===== src/rtl/lcg_noise_source_unit_assert.svh =====
// ----------------------------------------------------------------------------
// Assertion macros for the LCG noise source
// Clocked implication checks used by the controller.
// ----------------------------------------------------------------------------
`ifndef LCG_NOISE_SOURCE_UNIT_ASSERT_SVH
`define LCG_NOISE_SOURCE_UNIT_ASSERT_SVH

// same-cycle implication
`define LCGNS_ASSERT_NOW(lbl, clk, rst_n, ante, cons, msg) \
	lbl: assert property (@(posedge clk) disable iff (!rst_n) (ante) |-> (cons)) \
		else $error(msg);

// next-cycle implication
`define LCGNS_ASSERT_NEXT(lbl, clk, rst_n, ante, cons, msg) \
	lbl: assert property (@(posedge clk) disable iff (!rst_n) (ante) |=> (cons)) \
		else $error(msg);

`endif


===== src/rtl/lcgns_pkg.sv =====
// ----------------------------------------------------------------------------
// LCG noise source package
// Widths, register and kind codes, and the controller command bundle.
// ----------------------------------------------------------------------------
package lcgns_pkg;

	localparam int unsigned WordW    = 32;
	localparam int unsigned FracW    = 24;
	localparam int unsigned DvdW     = WordW + FracW;
	localparam int unsigned ModSteps = WordW;
	localparam int unsigned DivSteps = DvdW;
	localparam int unsigned CntW     = $clog2(DivSteps);
	localparam int unsigned IdxW     = 2;
	localparam int unsigned OutW     = WordW + FracW;

	localparam logic [IdxW-1:0] RegMultiplier = 2'd0;
	localparam logic [IdxW-1:0] RegIncrement  = 2'd1;
	localparam logic [IdxW-1:0] RegModulus    = 2'd2;

	localparam logic KindAdvance = 1'b0;
	localparam logic KindReseed  = 1'b1;

	localparam logic [WordW-1:0] MultReset = 32'd1;
	localparam logic [WordW-1:0] IncReset  = 32'd1;
	localparam logic [WordW-1:0] ModReset  = 32'd65536;

	typedef struct packed {
		logic load_seed;
		logic mul;
		logic add;
		logic div_step;
		logic save_state;
		logic load_out;
	} cmd_t;

endpackage


===== src/rtl/lcgns_dp.sv =====
// ----------------------------------------------------------------------------
// LCG noise source datapath
// Config registers, state word, multiplier, and a one-bit-per-cycle
// restoring divider that yields both the modulus remainder and the scaled
// quotient from one long division of {raw, 24 zeros}.
// ----------------------------------------------------------------------------
module lcgns_dp (
	input  logic                               clk,
	input  logic                               arst_n,
	input  lcgns_pkg::cmd_t                    cmd,
	input  logic [lcgns_pkg::WordW-1:0]        seed,
	input  logic                               cfg_we,
	input  logic [lcgns_pkg::IdxW-1:0]         cfg_index,
	input  logic [lcgns_pkg::WordW-1:0]        cfg_data,
	output logic [lcgns_pkg::OutW-1:0]         out_word
);

	logic [lcgns_pkg::WordW-1:0] mult_q;
	logic [lcgns_pkg::WordW-1:0] inc_q;
	logic [lcgns_pkg::WordW-1:0] mod_q;
	logic [lcgns_pkg::WordW-1:0] state_q;
	logic [lcgns_pkg::WordW-1:0] prod_q;
	logic [lcgns_pkg::WordW-1:0] rem_q;
	logic [lcgns_pkg::DvdW-1:0]  dvd_q;
	logic [lcgns_pkg::OutW-1:0]  out_q;

	logic [lcgns_pkg::WordW-1:0] prod_lo;
	logic [lcgns_pkg::WordW-1:0] raw_sum;
	logic [lcgns_pkg::WordW:0]   rem_sh;
	logic [lcgns_pkg::WordW:0]   mod_ext;
	logic                        ge;
	logic [lcgns_pkg::WordW-1:0] rem_nx;
	logic [lcgns_pkg::FracW-1:0] sample;

	assign prod_lo = state_q * mult_q;
	assign raw_sum = prod_q + inc_q;
	assign rem_sh  = {rem_q, dvd_q[lcgns_pkg::DvdW-1]};
	assign mod_ext = {1'b0, mod_q};
	assign ge      = (rem_sh >= mod_ext);
	assign rem_nx  = ge ? lcgns_pkg::WordW'(rem_sh - mod_ext) : rem_sh[lcgns_pkg::WordW-1:0];

	// offset binary to two's complement: flip the top bit
	assign sample = {~dvd_q[lcgns_pkg::FracW-1], dvd_q[lcgns_pkg::FracW-2:0]};

	always_ff @(posedge clk or negedge arst_n) begin
		if (!arst_n) begin
			mult_q  <= lcgns_pkg::MultReset;
			inc_q   <= lcgns_pkg::IncReset;
			mod_q   <= lcgns_pkg::ModReset;
			state_q <= '0;
		end else begin
			if (cfg_we) begin
				case (cfg_index)
					lcgns_pkg::RegMultiplier: mult_q <= cfg_data;
					lcgns_pkg::RegIncrement:  inc_q  <= cfg_data;
					lcgns_pkg::RegModulus: begin
						// drop a zero modulus
						if (cfg_data != '0) mod_q <= cfg_data;
					end
					default: ;
				endcase
			end
			if (cmd.load_seed) begin
				state_q <= seed;
			end else if (cmd.save_state) begin
				state_q <= rem_nx;
			end
		end
	end

	always_ff @(posedge clk) begin
		if (cmd.mul) prod_q <= prod_lo;
		if (cmd.add) begin
			rem_q <= '0;
			dvd_q <= {raw_sum, {lcgns_pkg::FracW{1'b0}}};
		end else if (cmd.div_step) begin
			rem_q <= rem_nx;
			dvd_q <= {dvd_q[lcgns_pkg::DvdW-2:0], ge};
		end
		if (cmd.load_out) out_q <= {sample, state_q};
	end

	assign out_word = out_q;

endmodule


===== src/rtl/lcgns_ctrl.sv =====
// ----------------------------------------------------------------------------
// LCG noise source controller
// Sequences multiply, add and the divide steps, and owns the handshakes
// and the output word valid flag.
// ----------------------------------------------------------------------------
`include "lcg_noise_source_unit_assert.svh"

module lcgns_ctrl (
	input  logic            clk,
	input  logic            arst_n,
	input  logic            in_valid,
	input  logic            in_kind,
	output logic            in_ready,
	output logic            out_valid,
	input  logic            out_ready,
	output lcgns_pkg::cmd_t cmd
);

	typedef enum logic [2:0] {
		ST_IDLE,
		ST_MUL,
		ST_ADD,
		ST_DIV,
		ST_FIN
	} state_t;

	state_t                        state_q;
	logic [lcgns_pkg::CntW-1:0]    cnt_q;
	logic                          out_valid_q;
	logic                          in_acc;
	logic                          cnt_last;

	assign in_ready  = (state_q == ST_IDLE);
	assign in_acc    = in_valid && in_ready;
	assign cnt_last  = (cnt_q == lcgns_pkg::CntW'(lcgns_pkg::DivSteps - 1));
	assign out_valid = out_valid_q;

	always_comb begin
		cmd            = '0;
		cmd.load_seed  = in_acc && (in_kind == lcgns_pkg::KindReseed);
		cmd.mul        = (state_q == ST_MUL);
		cmd.add        = (state_q == ST_ADD);
		cmd.div_step   = (state_q == ST_DIV);
		// remainder is final after the integer part of the division
		cmd.save_state = (state_q == ST_DIV) &&
			(cnt_q == lcgns_pkg::CntW'(lcgns_pkg::ModSteps - 1));
		cmd.load_out   = (state_q == ST_FIN) && (!out_valid_q || out_ready);
	end

	always_ff @(posedge clk or negedge arst_n) begin
		if (!arst_n) begin
			state_q     <= ST_IDLE;
			cnt_q       <= '0;
			out_valid_q <= 1'b0;
		end else begin
			case (state_q)
				ST_IDLE: begin
					if (in_acc && (in_kind == lcgns_pkg::KindAdvance)) state_q <= ST_MUL;
				end
				ST_MUL: state_q <= ST_ADD;
				ST_ADD: begin
					cnt_q   <= '0;
					state_q <= ST_DIV;
				end
				ST_DIV: begin
					cnt_q <= cnt_q + 1'b1;
					if (cnt_last) state_q <= ST_FIN;
				end
				ST_FIN: begin
					// hold until the output word is free
					if (cmd.load_out) state_q <= ST_IDLE;
				end
				default: state_q <= ST_IDLE;
			endcase

			if (cmd.load_out) begin
				out_valid_q <= 1'b1;
			end else if (out_ready) begin
				out_valid_q <= 1'b0;
			end
		end
	end

	`LCGNS_ASSERT_NEXT(a_mul_to_add, clk, arst_n, state_q == ST_MUL, state_q == ST_ADD, "multiply not followed by add")
	`LCGNS_ASSERT_NEXT(a_div_count, clk, arst_n, (state_q == ST_DIV) && !cnt_last, (state_q == ST_DIV) && (cnt_q == $past(cnt_q) + 1'b1), "divide step count broken")
	`LCGNS_ASSERT_NEXT(a_fin_stall, clk, arst_n, (state_q == ST_FIN) && out_valid_q && !out_ready, state_q == ST_FIN, "result left while output word busy")
	`LCGNS_ASSERT_NEXT(a_load_out, clk, arst_n, cmd.load_out, out_valid_q && (state_q == ST_IDLE), "loaded result not presented")

endmodule


===== src/rtl/lcg_noise_source_unit.sv =====
// Advance word: accepted in idle, then multiply, add, 56 one-bit steps of the
// restoring divider and the result load, which waits while the output word is still occupied.
// The input is not ready during an advance; in idle a reseed word is taken every cycle.
// The output word register lets the next input be taken while a result waits.
// Reset (arst_n low, asynchronous): state word 0, multiplier 1, increment 1,
// modulus 65536, no result pending.
// ----------------------------------------------------------------------------
// LCG noise source top level
// Stream-in words advance or reseed the generator; advances emit raw state
// and a signed Q1.23 sample.
// ----------------------------------------------------------------------------
module lcg_noise_source_unit (
	input  logic                                 clk,
	input  logic                                 arst_n,
	input  logic                                 s_axis_tvalid,
	output logic                                 s_axis_tready,
	input  logic [lcgns_pkg::WordW-1:0]          s_axis_tdata,  // [31:0] new_seed
	input  logic                                 s_axis_tuser,  // [0] kind
	output logic                                 m_axis_tvalid,
	input  logic                                 m_axis_tready,
	output logic [lcgns_pkg::OutW-1:0]           m_axis_tdata,  // [31:0] raw_value, [55:32] sample
	input  logic                                 cfg_we,
	input  logic [lcgns_pkg::IdxW-1:0]           cfg_index,
	input  logic [lcgns_pkg::WordW-1:0]          cfg_data
);

	lcgns_pkg::cmd_t cmd;

	lcgns_ctrl u_ctrl (
		.clk       (clk),
		.arst_n    (arst_n),
		.in_valid  (s_axis_tvalid),
		.in_kind   (s_axis_tuser),
		.in_ready  (s_axis_tready),
		.out_valid (m_axis_tvalid),
		.out_ready (m_axis_tready),
		.cmd       (cmd)
	);

	lcgns_dp u_dp (
		.clk       (clk),
		.arst_n    (arst_n),
		.cmd       (cmd),
		.seed      (s_axis_tdata),
		.cfg_we    (cfg_we),
		.cfg_index (cfg_index),
		.cfg_data  (cfg_data),
		.out_word  (m_axis_tdata)
	);

endmodule


===== config.mk =====
export PLATFORM = sky130hd
export DESIGN_NAME = lcg_noise_source_unit
export DESIGN_NICKNAME = d
export VERILOG_FILES = /design/src/rtl/lcgns_pkg.sv /design/src/rtl/lcgns_dp.sv /design/src/rtl/lcgns_ctrl.sv /design/src/rtl/lcg_noise_source_unit.sv
export VERILOG_INCLUDE_DIRS = /design/src /design/src/rtl
export SDC_FILE = /design/constraint.sdc
export NUM_CORES = 2
export LEC_CHECK = 0
export ABC_AREA = 1
export BUFFER_PORTS_ARGS = -buffer_cell sky130_fd_sc_hd__buf_2
export CAP_MARGIN = 30
export CORE_MARGIN = 5
export CORE_UTILIZATION = 64
export CTS_BUF_LIST = sky130_fd_sc_hd__clkbuf_8 sky130_fd_sc_hd__clkbuf_16
export DETAILED_ROUTE_END_ITERATION = 12
export PLACE_DENSITY = 0.82
export SLEW_MARGIN = 5
export SYNTH_ARGS = -nofsm -noshare
export SYNTH_HDL_FRONTEND = slang
export SYNTH_HIERARCHICAL = 1
export SYNTH_SLANG_ARGS = --single-unit

===== constraint.sdc =====
create_clock -name clk -period 8.85 [get_ports clk]
set_clock_uncertainty 0.2 [all_clocks]
set_input_delay 0.4425 -clock clk [delete_from_list [all_inputs] [get_ports clk]]
set_output_delay 0.4425 -clock clk [all_outputs]
set_load 0.01 [all_outputs]

==> flow_summary.yaml <==
yosys:
  synth_top_area_share_pct: 25.5
  synthesis.nets: 4708
  synth_top_cells_by_count: "1159 x nand2_1, 972 x inv_1, 410 x fa_1"
  ys_top_cells_by_area: "fa_1 26%, nand2_1 14%, inv_1 11%, edfxtp_1 11%, dfrtp_1 11%"
  synth_ff_type: "dfrtp_1"
  synth_area_um2: 32100
  synthCells: 4039
  yosysWarningCount: 6
  synthArstFlopShare_pct: 43.9
  ys_seq_area_share_pct: 25.5
  ys_seq_elements: 314
  yosysMostFrequentCell: "nand2_1"
  avgSynthCellArea_um2: 7.96
  synth_cell_types: 56
  yosys.area.top_type: "fa_1"
  synth_edf_count: 120
die:
  dieArea_um2: 54800
  initial_core_util_pct: 64.4
  core_um2: 49900
  fp.dieH_um: 234
  ios: 130
  die_width_um: 234
  row_count: 82
min_path:
  hold_path.class: "in2async"
setup_path:
  rrSetupSlack_ns: 1.39
  r2r_cells: 21
  cp_max_fo: 28
  path_class: "reg2reg"
  cp-startpoint: "u_dp/mult_q[5]"
  cp-endpoint: "u_dp/prod_q[28]"
  worstPathRequired_ns: 8.96
  endpoint_kind: "flip-flop"
  arrival_ns: 7.57
  r2r_end: "u_dp/prod_q[28]"
  startpoint_type: "flip-flop"
  rr_startpoint: "u_dp/mult_q[5]"
place:
  numPortBuffers: 129
  hpwlAfterDp_mm: 71.6
  placed_cell_area_um2: 33300
  dp.cells: 4716
  gp_congestion: 0.978
route:
  drc: 0
  vias: 26900
  postRouteAntennaNets: 0
  postRouteWirelength_mm: 92.7
  dr.pass1.iters: 7
  vias_per_cell: 5.58
  drt_iter0_markers: 2668
  routedWlPerCell_um: 19.2
clocking:
  cts_tree: "done"
  cts.htree.levels: 2
  clk_latency_ns: 0.58
  clock-sinks: 314
  cts_root_buffer: "clkbuf_16"
  max-clock-path-buffers: 3
  clk_pin_slew_ns: 0.06
  cts_buffers: 37
timing:
  finalSetupViolCount: 0
  fin_crit_ns: 7.46
  rsz0062_at_grt: "false"
  finalCritPeriodShare_pct: 84.3
  fin_setup_tns_ns: 0
  max_freq_ghz: 0.134
  tightest_slew_ns: 1.00
  hold_violations: 0
  slew_headroom_pct: 33.1
  drv_slew: 0
cells_and_area:
  finalNetCount: 4791
  design_area_um2: 35200
  drive_gt1_share_pct: 6.55
  final_cells: 4823
  syn_to_final_growth_pct: 9.51
  final_util_pct: 70.6
  num_antenna_cells: 0
global_routing:
  grt_pass1_wl_mm: 147
  grt-ovfl-total: 0
  antenna_found_initial: 2
  grt_pass1_vias: 27300
  grt_usage_pct: 34.6
  grt_max_degree: 96
status:
  status: "finished clean"
run:
  maxCapViolations: 0
## stage by stage
step | worst slack (ns) | hold slack (ns)
after floorplan | 1.98 | -0.0531
after global placement | 1.56 | 0.212
after detailed placement | 1.39 | 0.217
after CTS | 1.37 | 0.00373
after global routing | 0.922 | 0.0174
final | 1.39 | 0.0175
## sequential cells by signal (all words and copies together), names as in the netlist
register          flops
u_ctrl/state_q        3
u_dp/dvd_q           56
u_dp/inc_q           32
u_dp/out_word        56
u_dp/mult_q          32
u_dp/prod_q          32
u_ctrl/out_valid      1
u_dp/rem_q           32
u_dp/mod_q           32
u_ctrl/cnt_q          6
u_dp/state_q         32
## critical path: stages, from the launching register on
cell and delay, ns:
dfrtp_1 1.00, nand2_1 0.18, fa_1 0.54, fa_1 0.51
inv_1 0.05, fa_1 0.50, inv_1 0.05, fa_1 0.48
inv_1 0.06, fa_1 0.48, fa_1 0.57, fa_1 0.44
fa_1 0.44, ha_1 0.39, nand2_1 0.13, nor4_1 0.48
nand4_1 0.15, nand3_1 0.16, nand2_1 0.06, nand2_1 0.09
a21oi_1 0.08, xor2_1 0.14
## placed cells by master, fill, tap and decap left out, types with 24 or more instances in the layout
master         netlist  final
a21oi_1            118    118
buf_4                1     32
ha_1               187    187
xnor2_1             31     31
a22oi_1             32     32
nand4_1             24     24
clkbuf_16            0     39
nor2_1             121    115
nand2_1           1159   1158
o22ai_1             24     24
o21ai_0            179    179
inv_1              972    976
fa_1               410    410
nand3_1            134    132
dfxtp_1             56     56
dfrtp_1            135    135
buf_2                9    128
edfxtp_1           120    120
xor2_1              49     49
dlygate4sd3_1        0     35
## routing by layer
layer / GRT usage (%) / part of all wire (%) / wire length (um) / up-vias
met5: 0 / 0.014 / 13 / -
met4: 14.2 / 4.5 / 4150 / 2
met3: 8.91 / 11 / 10100 / 267
met2: 56.1 / 47 / 43300 / 1412
met1: 44.9 / 38 / 35200 / 12900
li1: - / - / - / 12300
## timing repair
action / 4_1_cts / 5_1_grt
resized for setup: 0 / 0
setup buffers: 0 / 0
endpoints found under the hold margin: 128 / 0
hold buffers: 35 / 0
setup endpoints to repair: 0 / 0
## worst min-delay path by stage
stage / startpoint / endpoint
6_report: arst_n / u_dp/mod_q[5]
5_1_grt: arst_n / u_dp/mod_q[5]
4_1_cts: cfg_data[12] / u_dp/mod_q[12]
3_5_place_dp: u_dp/dvd_q[19] / u_dp/out_word[51]
3_3_place_gp: u_dp/dvd_q[8] / u_dp/out_word[40]
2_1_floorplan: arst_n / u_ctrl/cnt_q[0]
## cells by family (layout without fill, tap and decap cells)
logic type,Yosys count,count (layout),share of synthesized area (%)
buffers and inverters,1137,1249,13.4
DFF,314,314,25.5
and+or+nand+nor,1483,1483,18.5
adders and majority gates,597,597,32.8
xor gates and xnor gates,80,80,2.18
AOI/OAI and AO/OA,428,428,7.61
## final cells by class
| class | count | area, um2 |
|---|---|---|
| multi-input cells | 2588 | 19700 |
| fillers | 3849 | 14700 |
| flip-flops and latches | 314 | 8180 |
| inverters | 978 | 3670 |
| repair buffers | 203 | 1410 |
| clock buffers | 42 | 1020 |
| well taps | 672 | 841 |
| clock inverters | 26 | 377 |
Power is left out: the tool's default activity adds up to more than one toggle a clock period on the data nets, which glitch-free logic cannot reach.
